File: src/rtl/rank_mobius_inversion_2d_top_macros.svh
// ----------------------------------------------------------------------------
// Assertion macros for the rank Mobius inversion block
// Shared concurrent assertion forms, clocked on the rising edge and
// disabled while reset is high.
// ----------------------------------------------------------------------------
`ifndef RANK_MOBIUS_INVERSION_2D_TOP_MACROS_SVH
`define RANK_MOBIUS_INVERSION_2D_TOP_MACROS_SVH

// The consequent must hold in the same cycle as the antecedent.
`define RMI2D_ASSERT_IMP(label, clk, rst, ante, cons, msg) \
  label: assert property (@(posedge clk) disable iff (rst) (ante) |-> (cons)) \
    else $error(msg);

// The consequent must hold in the cycle after the antecedent.
`define RMI2D_ASSERT_NXT(label, clk, rst, ante, cons, msg) \
  label: assert property (@(posedge clk) disable iff (rst) (ante) |=> (cons)) \
    else $error(msg);

`endif

File: src/rtl/rmi2d_pkg.sv
// ----------------------------------------------------------------------------
// rmi2d_pkg
// Sizes, codes, control word layout and the microcode program of the
// rank Mobius inversion block.
// ----------------------------------------------------------------------------
package rmi2d_pkg;

  localparam int GRID_X    = 8;
  localparam int GRID_Y    = 8;
  localparam int RANK_BITS = 16;

  localparam int COORD_BITS    = 3;
  localparam int TERM_BITS     = COORD_BITS + 1;
  localparam int CFG_IDX_BITS  = 2;
  localparam int CFG_DATA_BITS = 4;
  localparam int MULT_BITS     = 20;
  localparam int ACC_BITS      = (RANK_BITS + 5 > MULT_BITS) ? RANK_BITS + 5 : MULT_BITS;

  localparam int STORE_DEPTH = GRID_X * GRID_Y * GRID_X * GRID_Y;
  localparam int ADDR_BITS   = $clog2(STORE_DEPTH);

  localparam logic signed [ACC_BITS-1:0] ACC_MULT_MAX = ACC_BITS'((1 << (MULT_BITS - 1)) - 1);
  localparam logic signed [ACC_BITS-1:0] ACC_MULT_MIN = ACC_BITS'(-(1 << (MULT_BITS - 1)));

  localparam logic OP_WRITE = 1'b0;
  localparam logic OP_QUERY = 1'b1;

  localparam logic [CFG_IDX_BITS-1:0] REG_GRID_WIDTH  = CFG_IDX_BITS'(0);
  localparam logic [CFG_IDX_BITS-1:0] REG_GRID_HEIGHT = CFG_IDX_BITS'(1);

  localparam logic [CFG_DATA_BITS-1:0] GRID_WIDTH_RESET  = CFG_DATA_BITS'(8);
  localparam logic [CFG_DATA_BITS-1:0] GRID_HEIGHT_RESET = CFG_DATA_BITS'(8);

  // Microcode program layout.
  localparam int STEP_BITS = 5;
  localparam int PROG_LEN  = 18;
  localparam logic [STEP_BITS-1:0] STEP_FIRST = STEP_BITS'(0);
  localparam logic [STEP_BITS-1:0] STEP_EMIT  = STEP_BITS'(17);

  localparam logic JMP_NONE       = 1'b0;
  localparam logic JMP_IF_INVALID = 1'b1;

  // One control word. offs holds the term offsets: bit 0 start x - 1,
  // bit 1 start y - 1, bit 2 end x + 1, bit 3 end y + 1.
  typedef struct packed {
    logic                 rd;
    logic [3:0]           offs;
    logic                 neg;
    logic                 acc;
    logic                 jmp;
    logic [STEP_BITS-1:0] target;
    logic                 done;
  } ucode_t;

  // Decoded control from the sequencer to the datapath.
  typedef struct packed {
    logic       rd;
    logic [3:0] offs;
    logic       neg;
    logic       acc;
    logic       emit;
  } ctrl_t;

  // Each read step issues one term; its sign is the parity of its offsets.
  // The accumulate flag adds the term read by the step before.
  function automatic ucode_t ucode_rom(input logic [STEP_BITS-1:0] step);
    ucode_t w;
    unique case (step)
      5'd0:    w = '{1'b1, 4'd0,  1'b0, 1'b0, JMP_IF_INVALID, STEP_EMIT, 1'b0};
      5'd1:    w = '{1'b1, 4'd1,  1'b1, 1'b1, JMP_NONE, STEP_FIRST, 1'b0};
      5'd2:    w = '{1'b1, 4'd2,  1'b1, 1'b1, JMP_NONE, STEP_FIRST, 1'b0};
      5'd3:    w = '{1'b1, 4'd3,  1'b0, 1'b1, JMP_NONE, STEP_FIRST, 1'b0};
      5'd4:    w = '{1'b1, 4'd4,  1'b1, 1'b1, JMP_NONE, STEP_FIRST, 1'b0};
      5'd5:    w = '{1'b1, 4'd5,  1'b0, 1'b1, JMP_NONE, STEP_FIRST, 1'b0};
      5'd6:    w = '{1'b1, 4'd6,  1'b0, 1'b1, JMP_NONE, STEP_FIRST, 1'b0};
      5'd7:    w = '{1'b1, 4'd7,  1'b1, 1'b1, JMP_NONE, STEP_FIRST, 1'b0};
      5'd8:    w = '{1'b1, 4'd8,  1'b1, 1'b1, JMP_NONE, STEP_FIRST, 1'b0};
      5'd9:    w = '{1'b1, 4'd9,  1'b0, 1'b1, JMP_NONE, STEP_FIRST, 1'b0};
      5'd10:   w = '{1'b1, 4'd10, 1'b0, 1'b1, JMP_NONE, STEP_FIRST, 1'b0};
      5'd11:   w = '{1'b1, 4'd11, 1'b1, 1'b1, JMP_NONE, STEP_FIRST, 1'b0};
      5'd12:   w = '{1'b1, 4'd12, 1'b0, 1'b1, JMP_NONE, STEP_FIRST, 1'b0};
      5'd13:   w = '{1'b1, 4'd13, 1'b1, 1'b1, JMP_NONE, STEP_FIRST, 1'b0};
      5'd14:   w = '{1'b1, 4'd14, 1'b1, 1'b1, JMP_NONE, STEP_FIRST, 1'b0};
      5'd15:   w = '{1'b1, 4'd15, 1'b0, 1'b1, JMP_NONE, STEP_FIRST, 1'b0};
      5'd16:   w = '{1'b0, 4'd0,  1'b0, 1'b1, JMP_NONE, STEP_FIRST, 1'b0};
      default: w = '{1'b0, 4'd0,  1'b0, 1'b0, JMP_NONE, STEP_FIRST, 1'b1};
    endcase
    return w;
  endfunction

  function automatic logic [ADDR_BITS-1:0] store_addr(input logic [TERM_BITS-1:0] sx,
                                                      input logic [TERM_BITS-1:0] sy,
                                                      input logic [TERM_BITS-1:0] ex,
                                                      input logic [TERM_BITS-1:0] ey);
    int a;
    a = ((int'(sx) * GRID_Y + int'(sy)) * GRID_X + int'(ex)) * GRID_Y + int'(ey);
    return ADDR_BITS'(a);
  endfunction

endpackage

File: src/rtl/rmi2d_seq.sv
// ----------------------------------------------------------------------------
// rmi2d_seq
// Microcode sequencer: step counter over the program ROM, with a jump to
// the result step for an invalid query and a hold there while the output
// register is full.
// ----------------------------------------------------------------------------
`include "rank_mobius_inversion_2d_top_macros.svh"

module rmi2d_seq (
  input  logic             clk,
  input  logic             rst,
  input  logic             start,
  input  logic             query_ok,
  input  logic             out_free,
  output logic             busy,
  output rmi2d_pkg::ctrl_t ctrl
);

  localparam logic ST_IDLE = 1'b0;
  localparam logic ST_RUN  = 1'b1;

  logic                            state;
  logic                            state_next;
  logic [rmi2d_pkg::STEP_BITS-1:0] step;
  logic [rmi2d_pkg::STEP_BITS-1:0] step_next;
  rmi2d_pkg::ucode_t               word;

  assign word = rmi2d_pkg::ucode_rom(step);
  assign busy = (state == ST_RUN);

  always_comb begin
    state_next = state;
    step_next  = step;
    unique case (state)
      ST_IDLE: begin
        if (start) begin
          state_next = ST_RUN;
          step_next  = rmi2d_pkg::STEP_FIRST;
        end
      end
      ST_RUN: begin
        if (word.done) begin
          if (out_free) begin
            state_next = ST_IDLE;
          end
        end else if (word.jmp == rmi2d_pkg::JMP_IF_INVALID && !query_ok) begin
          step_next = word.target;
        end else begin
          step_next = step + 1'b1;
        end
      end
      default: state_next = ST_IDLE;
    endcase
  end

  always_comb begin
    ctrl.rd   = busy && word.rd;
    ctrl.offs = word.offs;
    ctrl.neg  = word.neg;
    ctrl.acc  = busy && word.acc;
    ctrl.emit = busy && word.done && out_free;
  end

  always_ff @(posedge clk) begin
    if (rst) begin
      state <= ST_IDLE;
      step  <= rmi2d_pkg::STEP_FIRST;
    end else begin
      state <= state_next;
      step  <= step_next;
    end
  end

  `RMI2D_ASSERT_IMP(a_step_in_program, clk, rst, busy,
    step < rmi2d_pkg::STEP_BITS'(rmi2d_pkg::PROG_LEN), "step counter ran past the program")
  `RMI2D_ASSERT_NXT(a_invalid_skips, clk, rst,
    busy && step == rmi2d_pkg::STEP_FIRST && !query_ok,
    busy && step == rmi2d_pkg::STEP_EMIT, "invalid query did not jump to the result step")
  `RMI2D_ASSERT_NXT(a_emit_ends_run, clk, rst, ctrl.emit, !busy,
    "sequencer stayed busy after delivering a result")

endmodule

File: config.mk
export PLATFORM = sky130hd
export DESIGN_NAME = rmi2d_seq
export DESIGN_NICKNAME = d
export VERILOG_FILES = /design/src/rtl/rmi2d_pkg.sv /design/src/rtl/rmi2d_seq.sv
export VERILOG_INCLUDE_DIRS = /design/src /design/src/rtl
export SDC_FILE = /design/constraint.sdc
export NUM_CORES = 1
export LEC_CHECK = 0
export BUFFER_PORTS_ARGS = -buffer_cell sky130_fd_sc_hd__buf_4
export CORE_UTILIZATION = 35
export DETAILED_ROUTE_END_ITERATION = 10
export SETUP_SLACK_MARGIN = 0.1
export SLEW_MARGIN = 20
export SYNTH_ARGS = -nofsm -noshare
export SYNTH_HDL_FRONTEND = slang
export SYNTH_SLANG_ARGS = --single-unit
File: constraint.sdc
create_clock -name clk -period 2.15 [get_ports clk]
set_input_delay 0.3225 -clock clk [delete_from_list [all_inputs] [get_ports clk]]
set_output_delay 0.3225 -clock clk [all_outputs]
set_load 0.05 [all_outputs]
# After elaboration in Yosys (flattened, before gate mapping)
# Memory sizes are Yosys's and may differ from the RTL's. A register that Yosys moved wholly into a read port is not among the register bits.
# Index checks and enable logic that the tools add are counted.
# totals
register_bits,6
mem_bits_ro,352
input_bits,5
output_inout_bits,9
word_cells,24
memories,1
# op_classes
add_sub_neg,1
n_eq_ne,2
muxes,10
bitwise,1
reduce_logical,7
# mem_list
name,depth,width,rd,rd_ports_with_merged_regs,write_ports,line_no,text
(name not given),32,11,1,1,0,rmi2d_pkg.sv:68,unique case (step)
# op_table
op,n
$mux W5,5
$pmux W5 S2,1
$add A5 B1 Y5 const B,1
$logic_and A1 B1 Y1,5
$ne A2 B2 Y1 const B,2
$mux W1,3
$pmux W1 S2,1
$reduce_and A2 Y1,1
$logic_not A1 Y1,1
$not A1 Y1,1

# Depth between registers and ports, before layout
# depth
word_depth,7
depth_mapped,8
depth_no_buf,8

# Worst setup path before layout
# No wires, ideal clock.
# synth_timing
kind,reg-to-reg
start,register state (netlist: busy)
end,"register, netlist name word[8]"
setup_ns,0.121
arrival_time_ns,2.218
required_ns,2.029
slack_ns,-0.188
stages_incl_launch_ff,8
path_buffers,0
synth_period_minus_slack_ns,2.338
cell_sequence,dfxtp_1 nor2b_1 nor2_1 a21oi_1 or2_1 ha_1 xor2_1 mux2_2
# synth_between
elab_chain_cells,5
elab_cells_between_ends,7
cone_classes,eq/ne (2); mux (3); bitwise (1); reduce/logical (1)
# synth_lines
element,line_no,text
from (decl),rmi2d_seq.sv:22,logic state;
from (signal assigned),rmi2d_seq.sv:69,state <= state_next;
$not A1 Y1,-,
$ne A2 B2 Y1 (no line),-,
$reduce_and A2 Y1 (no line),-,
$mux W5 (no line) (*) (2 in series),-,
# Mark *: on every way between the ends. The rest lies on a longest branch, timed or not.
# A chain may end at the register's enable or synchronous reset.

# Final worst setup path
# layout_timing
start,"register, netlist name word[0]"
end,"register, netlist name word[8]"
# layout_between
elab_chain_cells,4
# layout_lines
element
$ne A2 B2 Y1 (no line)
$reduce_and A2 Y1 (no line)
$mux W5 (no line) (2 in series)
# Every way passes these cells.

==> summary.txt <==
Status
  – Status: finished clean

Power
  – Total power: 0.592 mW
  – Worst VDD drop: 363 uV
  – Lkg Pwr: 0.388 nW
  – Pwr per Cell Area: 626 mW/mm^2

Clock network
  – CTS Root Cell: clkbuf_4
  – TritonCTS clock tree: done
  – Hold Buf Count CTS: 0
  – Worst-Skew Late Latency: 0.28 ns
  – Sink Count: 15
  – Num CTS Buffers: 3
  – Worst-path clk slew: 0.09 ns
  – Htree depth: 1
  – CTS Buffer Depth: 2

Place
  – Final GP Congestion: 0.790
  – Placed Instance Area: 843 sq um
  – Final HPWL DP: 1.03 mm
  – IO Port Bufs: 13

Timing
  – Post-Route Skew: 0.00357 ns
  – Setup TNS: 0 ns
  – RSZ-0062 raised after global routing: false
  – WHS: 0.323 ns
  – Period minus WS final: 1.92 ns
  – Fmax: 521 MHz
  – Slew Viols, Final: 0
  – Worst rel slew slack: 0.764
  – Final Hold Viols: 0
  – Tightest Pin Transition: 0.352 ns
  – Setup-failing EPs final: 0
  – Fin crit share: 0.893

Die
  – Initial Util: 0.374
  – Die area: 0.00231 sq mm
  – Die height: 48.0 um
  – Core area: 0.00198 sq mm
  – Num ports: 14
  – Die width: 48.0 um
  – Row count: 16

Drt
  – WL per Instance: 12.0 um
  – Routed vias/inst: 4.84
  – Pre-antenna DRT Iters: 4
  – Residual DRC: 0
  – Initial DRC count: 6
  – Post-DRT Antenna Nets: 0
  – WL final: 1.46 mm
  – Routed via count: 591

Setup path
  – Crit end category: flop
  – Worst EP arrival: 2.09 ns
  – Crit Path Category: reg2reg
  – Crit Path Max Fanout: 4
  – Critical-path cell list: and2b_2, nor2_4, a21oi_1, or2_1, ha_4, xor2_1, mux2_2
  – Worst Setup Start Kind: flop
  – Critical Path Slowest Stage Cell: dfxtp_2
  – Worst Path Required: 2.32 ns
  – Worst path max stage delay: 0.35 ns

Global route
  – First-pass GRT wire length: 2.33 mm
  – Largest net degree at the start of global routing: 14
  – Vias in the first global route: 535
  – Initial antenna violation count: 0
  – Global route overflow: 0
  – Total GRT Usage: 0.149

Job
  – Max-cap violations: 0

Logic synthesis
  – Seq/Total Area, Yosys: 0.405
  – Post-Syn Instances: 77
  – Warning count from the yosys run: 0
  – Register bit total from synthesis: 15
  – Predominant post-synthesis flop cell: dfxtp_1
  – Count of different cell masters after synthesis: 34
  – EDFF count, synth: 0
  – Ys async rst share: 0
  – Syn nets: 84
  – Syn Std Cell Area: 742 sq um
  – Syn_area_per_cell: 9.64 sq um

Worst hold path
  – Min-delay worst type: in2reg

Finish
  – Area growth syn-to-layout: 27.5%
  – Layout cells sized above 1: 0.411
  – Ant diodes: 0
  – Post-Layout Inst Area: 946 sq um
  – Fin nets: 103
  – Layout Utilization: 0.477
==> worst paths after layout <==
path	startpoint	endpoint	slack, ns	cells after the start
setup / recovery	word[0]	word[8]	0.23	7
hold reg to reg	busy	busy	0.56	2
hold / removal	rst	step[3]	0.32	2
setup reg to reg	word[0]	word[8]	0.23	7
==> final cells by class <==
type	count	area [sq um]
Clock buffer	4	26.3
Fill cell	201	1040
Inverter	6	22.5
Multi-Input combinational cell	50	408
Sequential cell	15	305
Tap cell	27	33.8
Timing Repair Buffer	20	150
==> report_power, final <==
part	total, mW	switching, mW	leakage, nW	internal (mW)
logic	0.133	0.0760	0.250	0.0574
registers	0.300	0.00876	0.124	0.292
clock network	0.158	0.0861	0.0150	0.0719
total	0.592	0.171	0.388	0.421
==> sequential cells by signal (all words and copies together) (netlist names) <==
| name | flops |
|---|---|
| word | 9 |
| step | 5 |
| busy | 1 |
==> logic make-up (layout without fill, tap and decap cells) <==
group                      after synthesis  count (layout)  share of synthesized area
and+or+nand+nor                         31              31                      0.266
AOI/OAI and AO/OA                       15              15                      0.182
DFF                                     15              15                      0.405
buffers and inverters                   12              30                     0.0860
adders and majority gates                2               2                     0.0337
xor gates and xnor gates                 1               1                     0.0118
muxes                                    1               1                     0.0152
==> worst max-delay path: cells and delay by family (launching register included) <==
| family | cells | cell delay, ns |
|---|---|---|
| simple gates | 3 | 0.62 |
| flops | 1 | 0.35 |
| fa+ha+maj | 1 | 0.28 |
| compound gates | 1 | 0.07 |
| xor+xnor | 1 | 0.15 |
| mux | 1 | 0.34 |
==> per-layer routing <==
metal | GRT usage | part of all wire
met2 | 0.222 | 0.46
met3 | 0.0226 | 0.019
met5 | 0 | 0
met1 | 0.205 | 0.51
met4 | 0.0833 | 0.0096
==> through the flow <==
step / cells / setup slack, ns
after CTS: 116 / 0.124
after global placement: 112 / 0.0844
after floorplan: 77 / 0.100
after detailed placement: 112 / 0.0574
after global routing: 122 / 0.115
final: 122 / 0.229
==> cells in the final DEF (no fill, tap or decap), types with 2 or more instances in the layout <==
cell type  netlist  final
buf_4            5     20
dfxtp_1         15     13
nor2_1           7      5
inv_1            5      5
nor2b_1          4      4
a31oi_1          3      3
and2_1           3      3
clkbuf_4         0      3
and2b_2          0      2
nand2b_1         2      2
a21oi_1          2      2
nand3_1          2      2
and4_1           2      2
nor3_1           2      2
==> repair_timing <==
| action | 4_1_cts | 5_1_grt |
|---|---|---|
| setup endpoints to repair | 2 | 2 |
| buffers inserted | 0 | 6 |
| resized for setup | 2 | 6 |
| pin swaps | 0 | 4 |
==> Yosys cell counts, types with 2 or more instances <==
cell type,instances,area [sq um]
a211oi_1,2,15.0
a21oi_1,2,10.0
a31oi_1,3,18.8
and2_1,3,18.8
and2b_1,2,15.0
and4_1,2,17.5
buf_4,5,37.5
dfxtp_1,15,300
ha_1,2,25.0
inv_1,5,18.8
nand2b_1,2,12.5
nand3_1,2,10.0
nor2_1,7,26.3
nor2b_1,4,25.0
nor3_1,2,10.0
Power figures use the tool's default switching activity.
