--- src/rtl/rank_mobius_inversion_2d_top_macros.svh ---
// ----------------------------------------------------------------------------
// Assertion macros for the rank Mobius inversion block
// Shared concurrent assertion forms, clocked on the rising edge and
// disabled while reset is high.
// ----------------------------------------------------------------------------
`ifndef RANK_MOBIUS_INVERSION_2D_TOP_MACROS_SVH
`define RANK_MOBIUS_INVERSION_2D_TOP_MACROS_SVH

// The consequent must hold in the same cycle as the antecedent.
`define RMI2D_ASSERT_IMP(label, clk, rst, ante, cons, msg) \
  label: assert property (@(posedge clk) disable iff (rst) (ante) |-> (cons)) \
    else $error(msg);

// The consequent must hold in the cycle after the antecedent.
`define RMI2D_ASSERT_NXT(label, clk, rst, ante, cons, msg) \
  label: assert property (@(posedge clk) disable iff (rst) (ante) |=> (cons)) \
    else $error(msg);

`endif

--- src/rtl/rmi2d_pkg.sv ---
// ----------------------------------------------------------------------------
// rmi2d_pkg
// Sizes, codes, control word layout and the microcode program of the
// rank Mobius inversion block.
// ----------------------------------------------------------------------------
package rmi2d_pkg;

  localparam int GRID_X    = 8;
  localparam int GRID_Y    = 8;
  localparam int RANK_BITS = 16;

  localparam int COORD_BITS    = 3;
  localparam int TERM_BITS     = COORD_BITS + 1;
  localparam int CFG_IDX_BITS  = 2;
  localparam int CFG_DATA_BITS = 4;
  localparam int MULT_BITS     = 20;
  localparam int ACC_BITS      = (RANK_BITS + 5 > MULT_BITS) ? RANK_BITS + 5 : MULT_BITS;

  localparam int STORE_DEPTH = GRID_X * GRID_Y * GRID_X * GRID_Y;
  localparam int ADDR_BITS   = $clog2(STORE_DEPTH);

  localparam logic signed [ACC_BITS-1:0] ACC_MULT_MAX = ACC_BITS'((1 << (MULT_BITS - 1)) - 1);
  localparam logic signed [ACC_BITS-1:0] ACC_MULT_MIN = ACC_BITS'(-(1 << (MULT_BITS - 1)));

  localparam logic OP_WRITE = 1'b0;
  localparam logic OP_QUERY = 1'b1;

  localparam logic [CFG_IDX_BITS-1:0] REG_GRID_WIDTH  = CFG_IDX_BITS'(0);
  localparam logic [CFG_IDX_BITS-1:0] REG_GRID_HEIGHT = CFG_IDX_BITS'(1);

  localparam logic [CFG_DATA_BITS-1:0] GRID_WIDTH_RESET  = CFG_DATA_BITS'(8);
  localparam logic [CFG_DATA_BITS-1:0] GRID_HEIGHT_RESET = CFG_DATA_BITS'(8);

  // Microcode program layout.
  localparam int STEP_BITS = 5;
  localparam int PROG_LEN  = 18;
  localparam logic [STEP_BITS-1:0] STEP_FIRST = STEP_BITS'(0);
  localparam logic [STEP_BITS-1:0] STEP_EMIT  = STEP_BITS'(17);

  localparam logic JMP_NONE       = 1'b0;
  localparam logic JMP_IF_INVALID = 1'b1;

  // One control word. offs holds the term offsets: bit 0 start x - 1,
  // bit 1 start y - 1, bit 2 end x + 1, bit 3 end y + 1.
  typedef struct packed {
    logic                 rd;
    logic [3:0]           offs;
    logic                 neg;
    logic                 acc;
    logic                 jmp;
    logic [STEP_BITS-1:0] target;
    logic                 done;
  } ucode_t;

  // Decoded control from the sequencer to the datapath.
  typedef struct packed {
    logic       rd;
    logic [3:0] offs;
    logic       neg;
    logic       acc;
    logic       emit;
  } ctrl_t;

  // Each read step issues one term; its sign is the parity of its offsets.
  // The accumulate flag adds the term read by the step before.
  function automatic ucode_t ucode_rom(input logic [STEP_BITS-1:0] step);
    ucode_t w;
    unique case (step)
      5'd0:    w = '{1'b1, 4'd0,  1'b0, 1'b0, JMP_IF_INVALID, STEP_EMIT, 1'b0};
      5'd1:    w = '{1'b1, 4'd1,  1'b1, 1'b1, JMP_NONE, STEP_FIRST, 1'b0};
      5'd2:    w = '{1'b1, 4'd2,  1'b1, 1'b1, JMP_NONE, STEP_FIRST, 1'b0};
      5'd3:    w = '{1'b1, 4'd3,  1'b0, 1'b1, JMP_NONE, STEP_FIRST, 1'b0};
      5'd4:    w = '{1'b1, 4'd4,  1'b1, 1'b1, JMP_NONE, STEP_FIRST, 1'b0};
      5'd5:    w = '{1'b1, 4'd5,  1'b0, 1'b1, JMP_NONE, STEP_FIRST, 1'b0};
      5'd6:    w = '{1'b1, 4'd6,  1'b0, 1'b1, JMP_NONE, STEP_FIRST, 1'b0};
      5'd7:    w = '{1'b1, 4'd7,  1'b1, 1'b1, JMP_NONE, STEP_FIRST, 1'b0};
      5'd8:    w = '{1'b1, 4'd8,  1'b1, 1'b1, JMP_NONE, STEP_FIRST, 1'b0};
      5'd9:    w = '{1'b1, 4'd9,  1'b0, 1'b1, JMP_NONE, STEP_FIRST, 1'b0};
      5'd10:   w = '{1'b1, 4'd10, 1'b0, 1'b1, JMP_NONE, STEP_FIRST, 1'b0};
      5'd11:   w = '{1'b1, 4'd11, 1'b1, 1'b1, JMP_NONE, STEP_FIRST, 1'b0};
      5'd12:   w = '{1'b1, 4'd12, 1'b0, 1'b1, JMP_NONE, STEP_FIRST, 1'b0};
      5'd13:   w = '{1'b1, 4'd13, 1'b1, 1'b1, JMP_NONE, STEP_FIRST, 1'b0};
      5'd14:   w = '{1'b1, 4'd14, 1'b1, 1'b1, JMP_NONE, STEP_FIRST, 1'b0};
      5'd15:   w = '{1'b1, 4'd15, 1'b0, 1'b1, JMP_NONE, STEP_FIRST, 1'b0};
      5'd16:   w = '{1'b0, 4'd0,  1'b0, 1'b1, JMP_NONE, STEP_FIRST, 1'b0};
      default: w = '{1'b0, 4'd0,  1'b0, 1'b0, JMP_NONE, STEP_FIRST, 1'b1};
    endcase
    return w;
  endfunction

  function automatic logic [ADDR_BITS-1:0] store_addr(input logic [TERM_BITS-1:0] sx,
                                                      input logic [TERM_BITS-1:0] sy,
                                                      input logic [TERM_BITS-1:0] ex,
                                                      input logic [TERM_BITS-1:0] ey);
    int a;
    a = ((int'(sx) * GRID_Y + int'(sy)) * GRID_X + int'(ex)) * GRID_Y + int'(ey);
    return ADDR_BITS'(a);
  endfunction

endpackage

--- src/rtl/rmi2d_dp.sv ---
// ----------------------------------------------------------------------------
// rmi2d_dp
// Datapath: holds the query coordinates, forms the address of each term and
// of each write, masks terms outside the active grid and accumulates the signed sum.
// ----------------------------------------------------------------------------
module rmi2d_dp (
  input  logic                                     clk,
  input  logic                                     rst,
  input  logic                                     load,
  input  logic                                     wr,
  input  logic [rmi2d_pkg::COORD_BITS-1:0]         in_start_x,
  input  logic [rmi2d_pkg::COORD_BITS-1:0]         in_start_y,
  input  logic [rmi2d_pkg::COORD_BITS-1:0]         in_end_x,
  input  logic [rmi2d_pkg::COORD_BITS-1:0]         in_end_y,
  input  logic [15:0]                              in_rank_value,
  input  logic [rmi2d_pkg::CFG_DATA_BITS-1:0]      act_w,
  input  logic [rmi2d_pkg::CFG_DATA_BITS-1:0]      act_h,
  input  rmi2d_pkg::ctrl_t                         ctrl,
  input  logic [rmi2d_pkg::RANK_BITS-1:0]          mem_rdata,
  output logic                                     mem_en,
  output logic                                     mem_we,
  output logic [rmi2d_pkg::ADDR_BITS-1:0]          mem_addr,
  output logic [rmi2d_pkg::RANK_BITS-1:0]          mem_wdata,
  output logic                                     query_ok,
  output logic signed [rmi2d_pkg::MULT_BITS-1:0]   mult
);

  logic [rmi2d_pkg::COORD_BITS-1:0]       sx;
  logic [rmi2d_pkg::COORD_BITS-1:0]       sy;
  logic [rmi2d_pkg::COORD_BITS-1:0]       ex;
  logic [rmi2d_pkg::COORD_BITS-1:0]       ey;
  logic [rmi2d_pkg::TERM_BITS-1:0]        tsx;
  logic [rmi2d_pkg::TERM_BITS-1:0]        tsy;
  logic [rmi2d_pkg::TERM_BITS-1:0]        tex;
  logic [rmi2d_pkg::TERM_BITS-1:0]        tey;
  logic                                   term_live;
  logic                                   live_q;
  logic                                   neg_q;
  logic                                   in_table;
  logic                                   ok_next;
  logic signed [rmi2d_pkg::ACC_BITS-1:0]  acc;
  logic signed [rmi2d_pkg::ACC_BITS-1:0]  term_val;

  // Term coordinates carry one extra bit so that end + 1 cannot wrap.
  assign tsx = {1'b0, sx} - rmi2d_pkg::TERM_BITS'(ctrl.offs[0]);
  assign tsy = {1'b0, sy} - rmi2d_pkg::TERM_BITS'(ctrl.offs[1]);
  assign tex = {1'b0, ex} + rmi2d_pkg::TERM_BITS'(ctrl.offs[2]);
  assign tey = {1'b0, ey} + rmi2d_pkg::TERM_BITS'(ctrl.offs[3]);

  // A term below the start edge or past the active end reads as zero.
  assign term_live = !(sx == '0 && ctrl.offs[0]) && !(sy == '0 && ctrl.offs[1]) &&
                     (rmi2d_pkg::CFG_DATA_BITS'(tex) < act_w) &&
                     (rmi2d_pkg::CFG_DATA_BITS'(tey) < act_h);

  assign in_table = (int'(in_start_x) < rmi2d_pkg::GRID_X) &&
                    (int'(in_start_y) < rmi2d_pkg::GRID_Y) &&
                    (int'(in_end_x) < rmi2d_pkg::GRID_X) &&
                    (int'(in_end_y) < rmi2d_pkg::GRID_Y);

  assign ok_next = (in_start_x <= in_end_x) && (in_start_y <= in_end_y) &&
                   (rmi2d_pkg::CFG_DATA_BITS'(in_end_x) < act_w) &&
                   (rmi2d_pkg::CFG_DATA_BITS'(in_end_y) < act_h);

  assign mem_en    = ctrl.rd || (wr && in_table);
  assign mem_we    = !ctrl.rd && wr && in_table;
  assign mem_wdata = rmi2d_pkg::RANK_BITS'(in_rank_value);

  always_comb begin
    if (ctrl.rd) begin
      mem_addr = rmi2d_pkg::store_addr(tsx, tsy, tex, tey);
    end else begin
      mem_addr = rmi2d_pkg::store_addr({1'b0, in_start_x}, {1'b0, in_start_y},
                                       {1'b0, in_end_x}, {1'b0, in_end_y});
    end
  end

  assign term_val = signed'(rmi2d_pkg::ACC_BITS'(mem_rdata));

  always_ff @(posedge clk) begin
    if (load) begin
      sx <= in_start_x;
      sy <= in_start_y;
      ex <= in_end_x;
      ey <= in_end_y;
    end
    if (ctrl.rd) begin
      live_q <= term_live;
      neg_q  <= ctrl.neg;
    end
  end

  always_ff @(posedge clk) begin
    if (rst) begin
      query_ok <= 1'b0;
      acc      <= '0;
    end else if (load) begin
      query_ok <= ok_next;
      acc      <= '0;
    end else if (ctrl.acc && live_q) begin
      acc <= neg_q ? acc - term_val : acc + term_val;
    end
  end

  always_comb begin
    if (acc > rmi2d_pkg::ACC_MULT_MAX) begin
      mult = rmi2d_pkg::MULT_BITS'(rmi2d_pkg::ACC_MULT_MAX);
    end else if (acc < rmi2d_pkg::ACC_MULT_MIN) begin
      mult = rmi2d_pkg::MULT_BITS'(rmi2d_pkg::ACC_MULT_MIN);
    end else begin
      mult = acc[rmi2d_pkg::MULT_BITS-1:0];
    end
  end

endmodule

--- config.mk ---
export PLATFORM = sky130hd
export DESIGN_NAME = rmi2d_dp
export DESIGN_NICKNAME = d
export VERILOG_FILES = /design/src/rtl/rank_mobius_inversion_2d_top_macros.svh /design/src/rtl/rmi2d_pkg.sv /design/src/rtl/rmi2d_dp.sv
export SDC_FILE = /design/constraint.sdc
export NUM_CORES = 1
export LEC_CHECK = 0
export BUFFER_PORTS_ARGS = -buffer_cell sky130_fd_sc_hd__buf_2
export CORE_MARGIN = 2
export CORE_UTILIZATION = 49
export DETAILED_ROUTE_END_ITERATION = 16
export MAX_ROUTING_LAYER = met4
export PLACE_DENSITY = 0.86
export SYNTH_ARGS = -nofsm -noshare
export SYNTH_HDL_FRONTEND = slang
export SYNTH_SLANG_ARGS = --single-unit
--- constraint.sdc ---
create_clock -name clk -period 4.2 [get_ports clk]
set_input_delay 0.84 -clock clk [delete_from_list [all_inputs] [get_ports clk]]
set_output_delay 0.84 -clock clk [all_outputs]
set_load 0.05 [all_outputs]
* Word-level counts from Yosys, hierarchy flattened
Cells that the tools add are included.
** Cells by class
- Shift-type cells :: 0
- Mux-type cells :: 4
- Multiply operators :: 0
- Equality and inequality tests :: 0
- Magnitude comparators :: 8
- Bitwise logic cells :: 0
- $add $sub $neg :: 12
- Div/mod/pow operators :: 0
- Reductions and logical operators :: 17
** Operators with widths (number)
- $mux 20 :: 2
- $add 21x17->21 :: 1
- $gt 21x20->1 const B :: 1
- $lt 21x20->1 const B :: 1
- $mux 21 :: 1
- $sub 21x17->21 :: 1
- $add 12x3->12 :: 1
- $add 12x4->12 :: 1
- $mux 12 :: 1
- $logic_and 1x1->1 :: 10
- $add 9x3->9 :: 1
- $add 9x4->9 :: 1
- $add 3x1->4 :: 2
- $lt 3x4->1 :: 2
- $lt 4x4->1 :: 2
- $add 6x3->6 :: 1
- $add 6x4->6 :: 1
- $le 3x3->1 :: 2
- $logic_not 3->1 :: 2
- $sub 3x1->4 :: 1
- $logic_not 1->1 :: 3
- $sub 3x1->3 :: 1
- $reduce_or 2->1 :: 1
- $logic_or 1x1->1 :: 1
** Storage, ports and cells
- Memories kept :: 0
- Word-level logic and storage cells :: 49
- Flip-flop bits (word level) :: 36
- Bits in read-only memories :: 0
- RAM bits :: 0
- Bits in latches :: 0
- Input port bits :: 64
- Output and inout bits :: 51

* Depth between registers and ports, before layout
- Depth after elaboration :: 6
- Mapped depth :: 14
- Mapped depth without buffers :: 13

* Least setup slack after synthesis
OpenSTA, ideal clock, no wires.
- Kind :: input -> register
- Start point :: in mem_rdata[5] in the netlist's numbering
- End point :: reg acc[20] in the netlist's numbering
- Data required time :: 4.073 ns
- Library setup time :: 0.127 ns
- Stages on the path :: 13
- Arrival :: 3.940 ns
- Buffers on the path :: 1
- Path slack :: 0.133 ns
- Path through :: or4_4 -> nor3_1 -> nor4b_2 -> a21oi_1 -> xnor2_1 -> ha_1 -> clkbuf_1 -> nand3_1 -> or3_1 -> a21o_1 -> o31ai_4 -> o221ai_1 -> or3_1
** On the way
- Cells in the longest elaborated chain, start to end :: 2
- Elaborated cells between the ends (all ways) :: 3
- Those cells by class :: 2 x add/sub; 1 x mux
** RTL lines
- from (decl) :: line rmi2d_dp.sv:19 : input logic [rmi2d_pkg::RANK_BITS-1:0] mem_rdata,
- $add 21x17->21 or $sub 21x17->21 (tied branches) :: line rmi2d_dp.sv:100 : acc <= neg_q ? acc - term_val : acc + term_val;
- $mux 21 * :: line rmi2d_dp.sv:100
- to (signal assigned) :: line rmi2d_dp.sv:100
- to (decl) :: line rmi2d_dp.sv:41 : logic signed [rmi2d_pkg::ACC_BITS-1:0] acc;
Every way passes the cells marked *; elsewhere a longest branch is shown, timed or not.
A chain may end at the register's enable or synchronous reset.

* Final worst setup path
- Start point :: in ctrl[5] in the netlist's numbering
- End point :: out mem_addr[10] in the netlist's numbering
** On the way
- Cells in the longest elaborated chain, start to end :: 4
** RTL lines
- from (decl) :: line rmi2d_dp.sv:18 : input rmi2d_pkg::ctrl_t ctrl,
- $add 3x1->4 :: line rmi2d_dp.sv:47 : assign tex = {1'b0, ex} + rmi2d_pkg::TERM_BITS'(ctrl.offs[2]);
- $add 9x4->9 :: line rmi2d_pkg.sv:96 : a = ((int'(sx) * GRID_Y + int'(sy)) * GRID_X + int'(ex)) * GRID_Y + int'(ey);
- $add 12x4->12 :: line rmi2d_pkg.sv:96
- $mux 12 :: line rmi2d_dp.sv:69 : if (ctrl.rd) begin
- to (decl) :: line rmi2d_dp.sv:22 : output logic [rmi2d_pkg::ADDR_BITS-1:0] mem_addr,
Every way passes these cells.

==> reports/qor.yml <==
status: "completed"
drt-initial-drc-count: 253
placed_cells: 700
crit_chain: "buf_2, ha_1, and3_1, ha_1, ha_1, and3_1, nand3_1, o31ai_1, xor2_1, mux2_2, buf_2"
post-place-ws_ns: 0.0106
fin_crit_sh: 0.942
critical_path.slowest_cell: "ha_1"
period_minus_slack_ns: 3.96
syn_to_final_growth_pct: 14.4
port_buffers: 81
pwr-share-comb: 0.447
postSynthAreaPerCell_sq_um: 7.66
max_slew_margin: 0.431
grt_pass1_wl_mm: 16.9
drive_gt1_frac: 0.201
seq_area_frac_synth: 0.211
rows: 33
rsz0062_at_grt: "false"
layout.nets: 718
power_frac_seq: 0.316
switching_share: 0.407
worstPathMaxFanout: 3
power.switching_w: 0.000530
cts_resized: 0
dieHeight_um: 95.3
numCtsBuffers: 5
initial_utilization: 0.502
clk_path_buf_depth: 2
drtAntennaViolNets: 0
syn_nets: 649
crit_top_cell: "ha_1"
coreArea_sq_um: 8130
synth_seq_cells: 36
cts.clk_slew.worst_paths_ns: 0.07
whs_ns: 0.491
fillers: 745
peakVddDrop_mv: 0.164
synth-edff-count: 14
hold_path_class: "reg -> reg"
hold_violations: 0
dp_hpwl_mm: 8.54
track_usage: 0.242
crit_path_end_kind: "output pin"
r2r_slack_ns: 1.04
drcViolationCount: 0
clkPwrFrac: 0.237
vias_per_cell: 5.71
p_int_w: 0.000772
hold_buffers: 0
slowest_delay_ns: 0.30
criticalPathCategory: "in -> out"
first_global_vias: 3638
finalSetupViolations: 0
cts_tree: "done"
cap_violations: 0
ys_types: 62
htreeDepth: 2
dieWidth_um: 95.3
yosys.area.top_type: "ha_1"
worst_pin_slew_ns: 0.851
gp_congestion: 1.04
stdcell_count: 708
routed_wl_mm: 10.6
clock.fmax_mhz: 253
syn_area_sq_um: 4080
insertion_delay_ns: 0.29
syn_inst: 533
post_drt_wl_per_cell_um: 15.0
p_leak_nw: 2.21
crit_required_ns: 3.36
setup_tns_ns: 0
synthTopCellsByArea: "ha_1 (16%), dfxtp_1 (11%), edfxtp_1 (10%)"
ys.warnings.count: 0
vias: 4043
clock-sinks: 36
synth_top_cells_by_count: "nand2_1 (57), nor2_1 (53), ha_1 (51), a21oi_1 (37), o21ai_0 (37)"
synth_most_common_cell: "nand2_1"
finalClockSkew_ns: 0.00520
power_density_nw_per_um2: 279
slew_violations: 0
drt_pass1_iterations: 6
io_pins: 115
synth-async-reset-ratio: 0
synth_top_area_frac: 0.156
dieArea_sq_um: 9080
antenna_found_initial: 0
cts_root_buf: "clkbuf_8"
fin_ws_ns: 0.242
grt_max_degree: 26
critPathArrivalTime_ns: 3.12
utilization: 0.574
grt_overflow: 0
cts_setup_buffers: 0
antennaDiodeCount: 0
worstSetupStartpointType: "primary input"
synth_flop_cell: "dfxtp_1"
==> final timing paths <==
path              startpoint           end  cells past startpoint
setup / recovery     ctrl[5]  mem_addr[10]                     11
hold / removal        acc[5]        acc[5]                      2
setup reg to reg       neg_q       acc[15]                      9
hold reg to reg       acc[5]        acc[5]                      2
==> area by class of cell <==
cell class	instances	area [sq um]	share of cell area
inverters	32	120	0.0257
clock buffers	6	72.6	0.0155
repair buffers	101	556	0.119
clock inverters	2	35.0	0.00750
well taps	105	131	0.0281
multi-input cells	426	2890	0.620
flip-flops and latches	36	861	0.184
==> layout by cell type (no fill, tap or decap), types with 4 or more instances in the layout <==
| cell type | synthesis | routed |
|---|---|---|
| a211oi_1 | 10 | 10 |
| a21o_1 | 12 | 12 |
| a21oi_1 | 37 | 37 |
| a31oi_1 | 5 | 5 |
| and3_1 | 10 | 10 |
| buf_2 | 1 | 81 |
| buf_4 | 16 | 20 |
| clkbuf_8 | 0 | 5 |
| dfxtp_1 | 22 | 22 |
| edfxtp_1 | 14 | 14 |
| ha_1 | 51 | 51 |
| inv_1 | 32 | 32 |
| mux2i_1 | 4 | 4 |
| nand2_1 | 57 | 57 |
| nand2b_1 | 6 | 6 |
| nand3_1 | 16 | 16 |
| nand4_1 | 7 | 7 |
| nor2_1 | 53 | 53 |
| nor2b_1 | 9 | 9 |
| nor3_1 | 10 | 10 |
| o211ai_1 | 5 | 5 |
| o21a_1 | 4 | 4 |
| o21ai_0 | 37 | 37 |
| or3_1 | 4 | 4 |
| xnor2_1 | 24 | 24 |
| xor2_1 | 14 | 14 |
==> flip-flops by register name, indices dropped and copies added (netlist names) <==
name,cells
query_ok,1
ey,3
acc,21
ex,3
neg_q,1
live_q,1
sx,3
sy,3
==> per-stage QoR <==
step / power (W) / instance area (sq um)
after global placement: 0.000978 / 4560
after CTS: 0.00130 / 4670
after floorplan: 0.000874 / 4080
final: 0.00130 / 4670
after detailed placement: 0.000994 / 4560
after global routing: 0.00138 / 4670
==> power groups by stage <==
stage	sequential [W]	clock, W	combinational (W)
final	0.000412	0.000308	0.000582
after floorplan	0.000409	0	0.000465
after CTS	0.000411	0.000314	0.000579
after global routing	0.000415	0.000329	0.000639
after global placement	0.000418	0	0.000560
after detailed placement	0.000420	0	0.000574
==> metal layers <==
metal,vias to the layer above,part of all wire,global-route usage
met1,1858,0.44,0.305
met3,19,0.055,0.0292
li1,2029,-,-
met5,-,0,-
met4,0,0.016,0.0604
met2,137,0.49,0.411
==> worst max-delay path, delay by kind of cell <==
| family | cells | cell delay, ns |
|---|---|---|
| adders and majority gates | 3 | 0.72 |
| and+or+nand+nor | 3 | 0.55 |
| buffers and inverters | 2 | 0.35 |
| AOI/OAI and AO/OA | 1 | 0.30 |
| xor gates and xnor gates | 1 | 0.18 |
| muxes | 1 | 0.16 |
==> cells by family after synthesis <==
| kind of cell | count (synthesis) | synth area share |
|---|---|---|
| and+or+nand+nor | 191 | 0.228 |
| AOI/OAI and AO/OA | 138 | 0.220 |
| buffers and inverters | 71 | 0.0803 |
| adders and majority gates | 52 | 0.161 |
| xor gates and xnor gates | 38 | 0.0815 |
| DFF | 36 | 0.211 |
| muxes | 7 | 0.0181 |
Note: power is estimated with default switching activity, not from simulation.
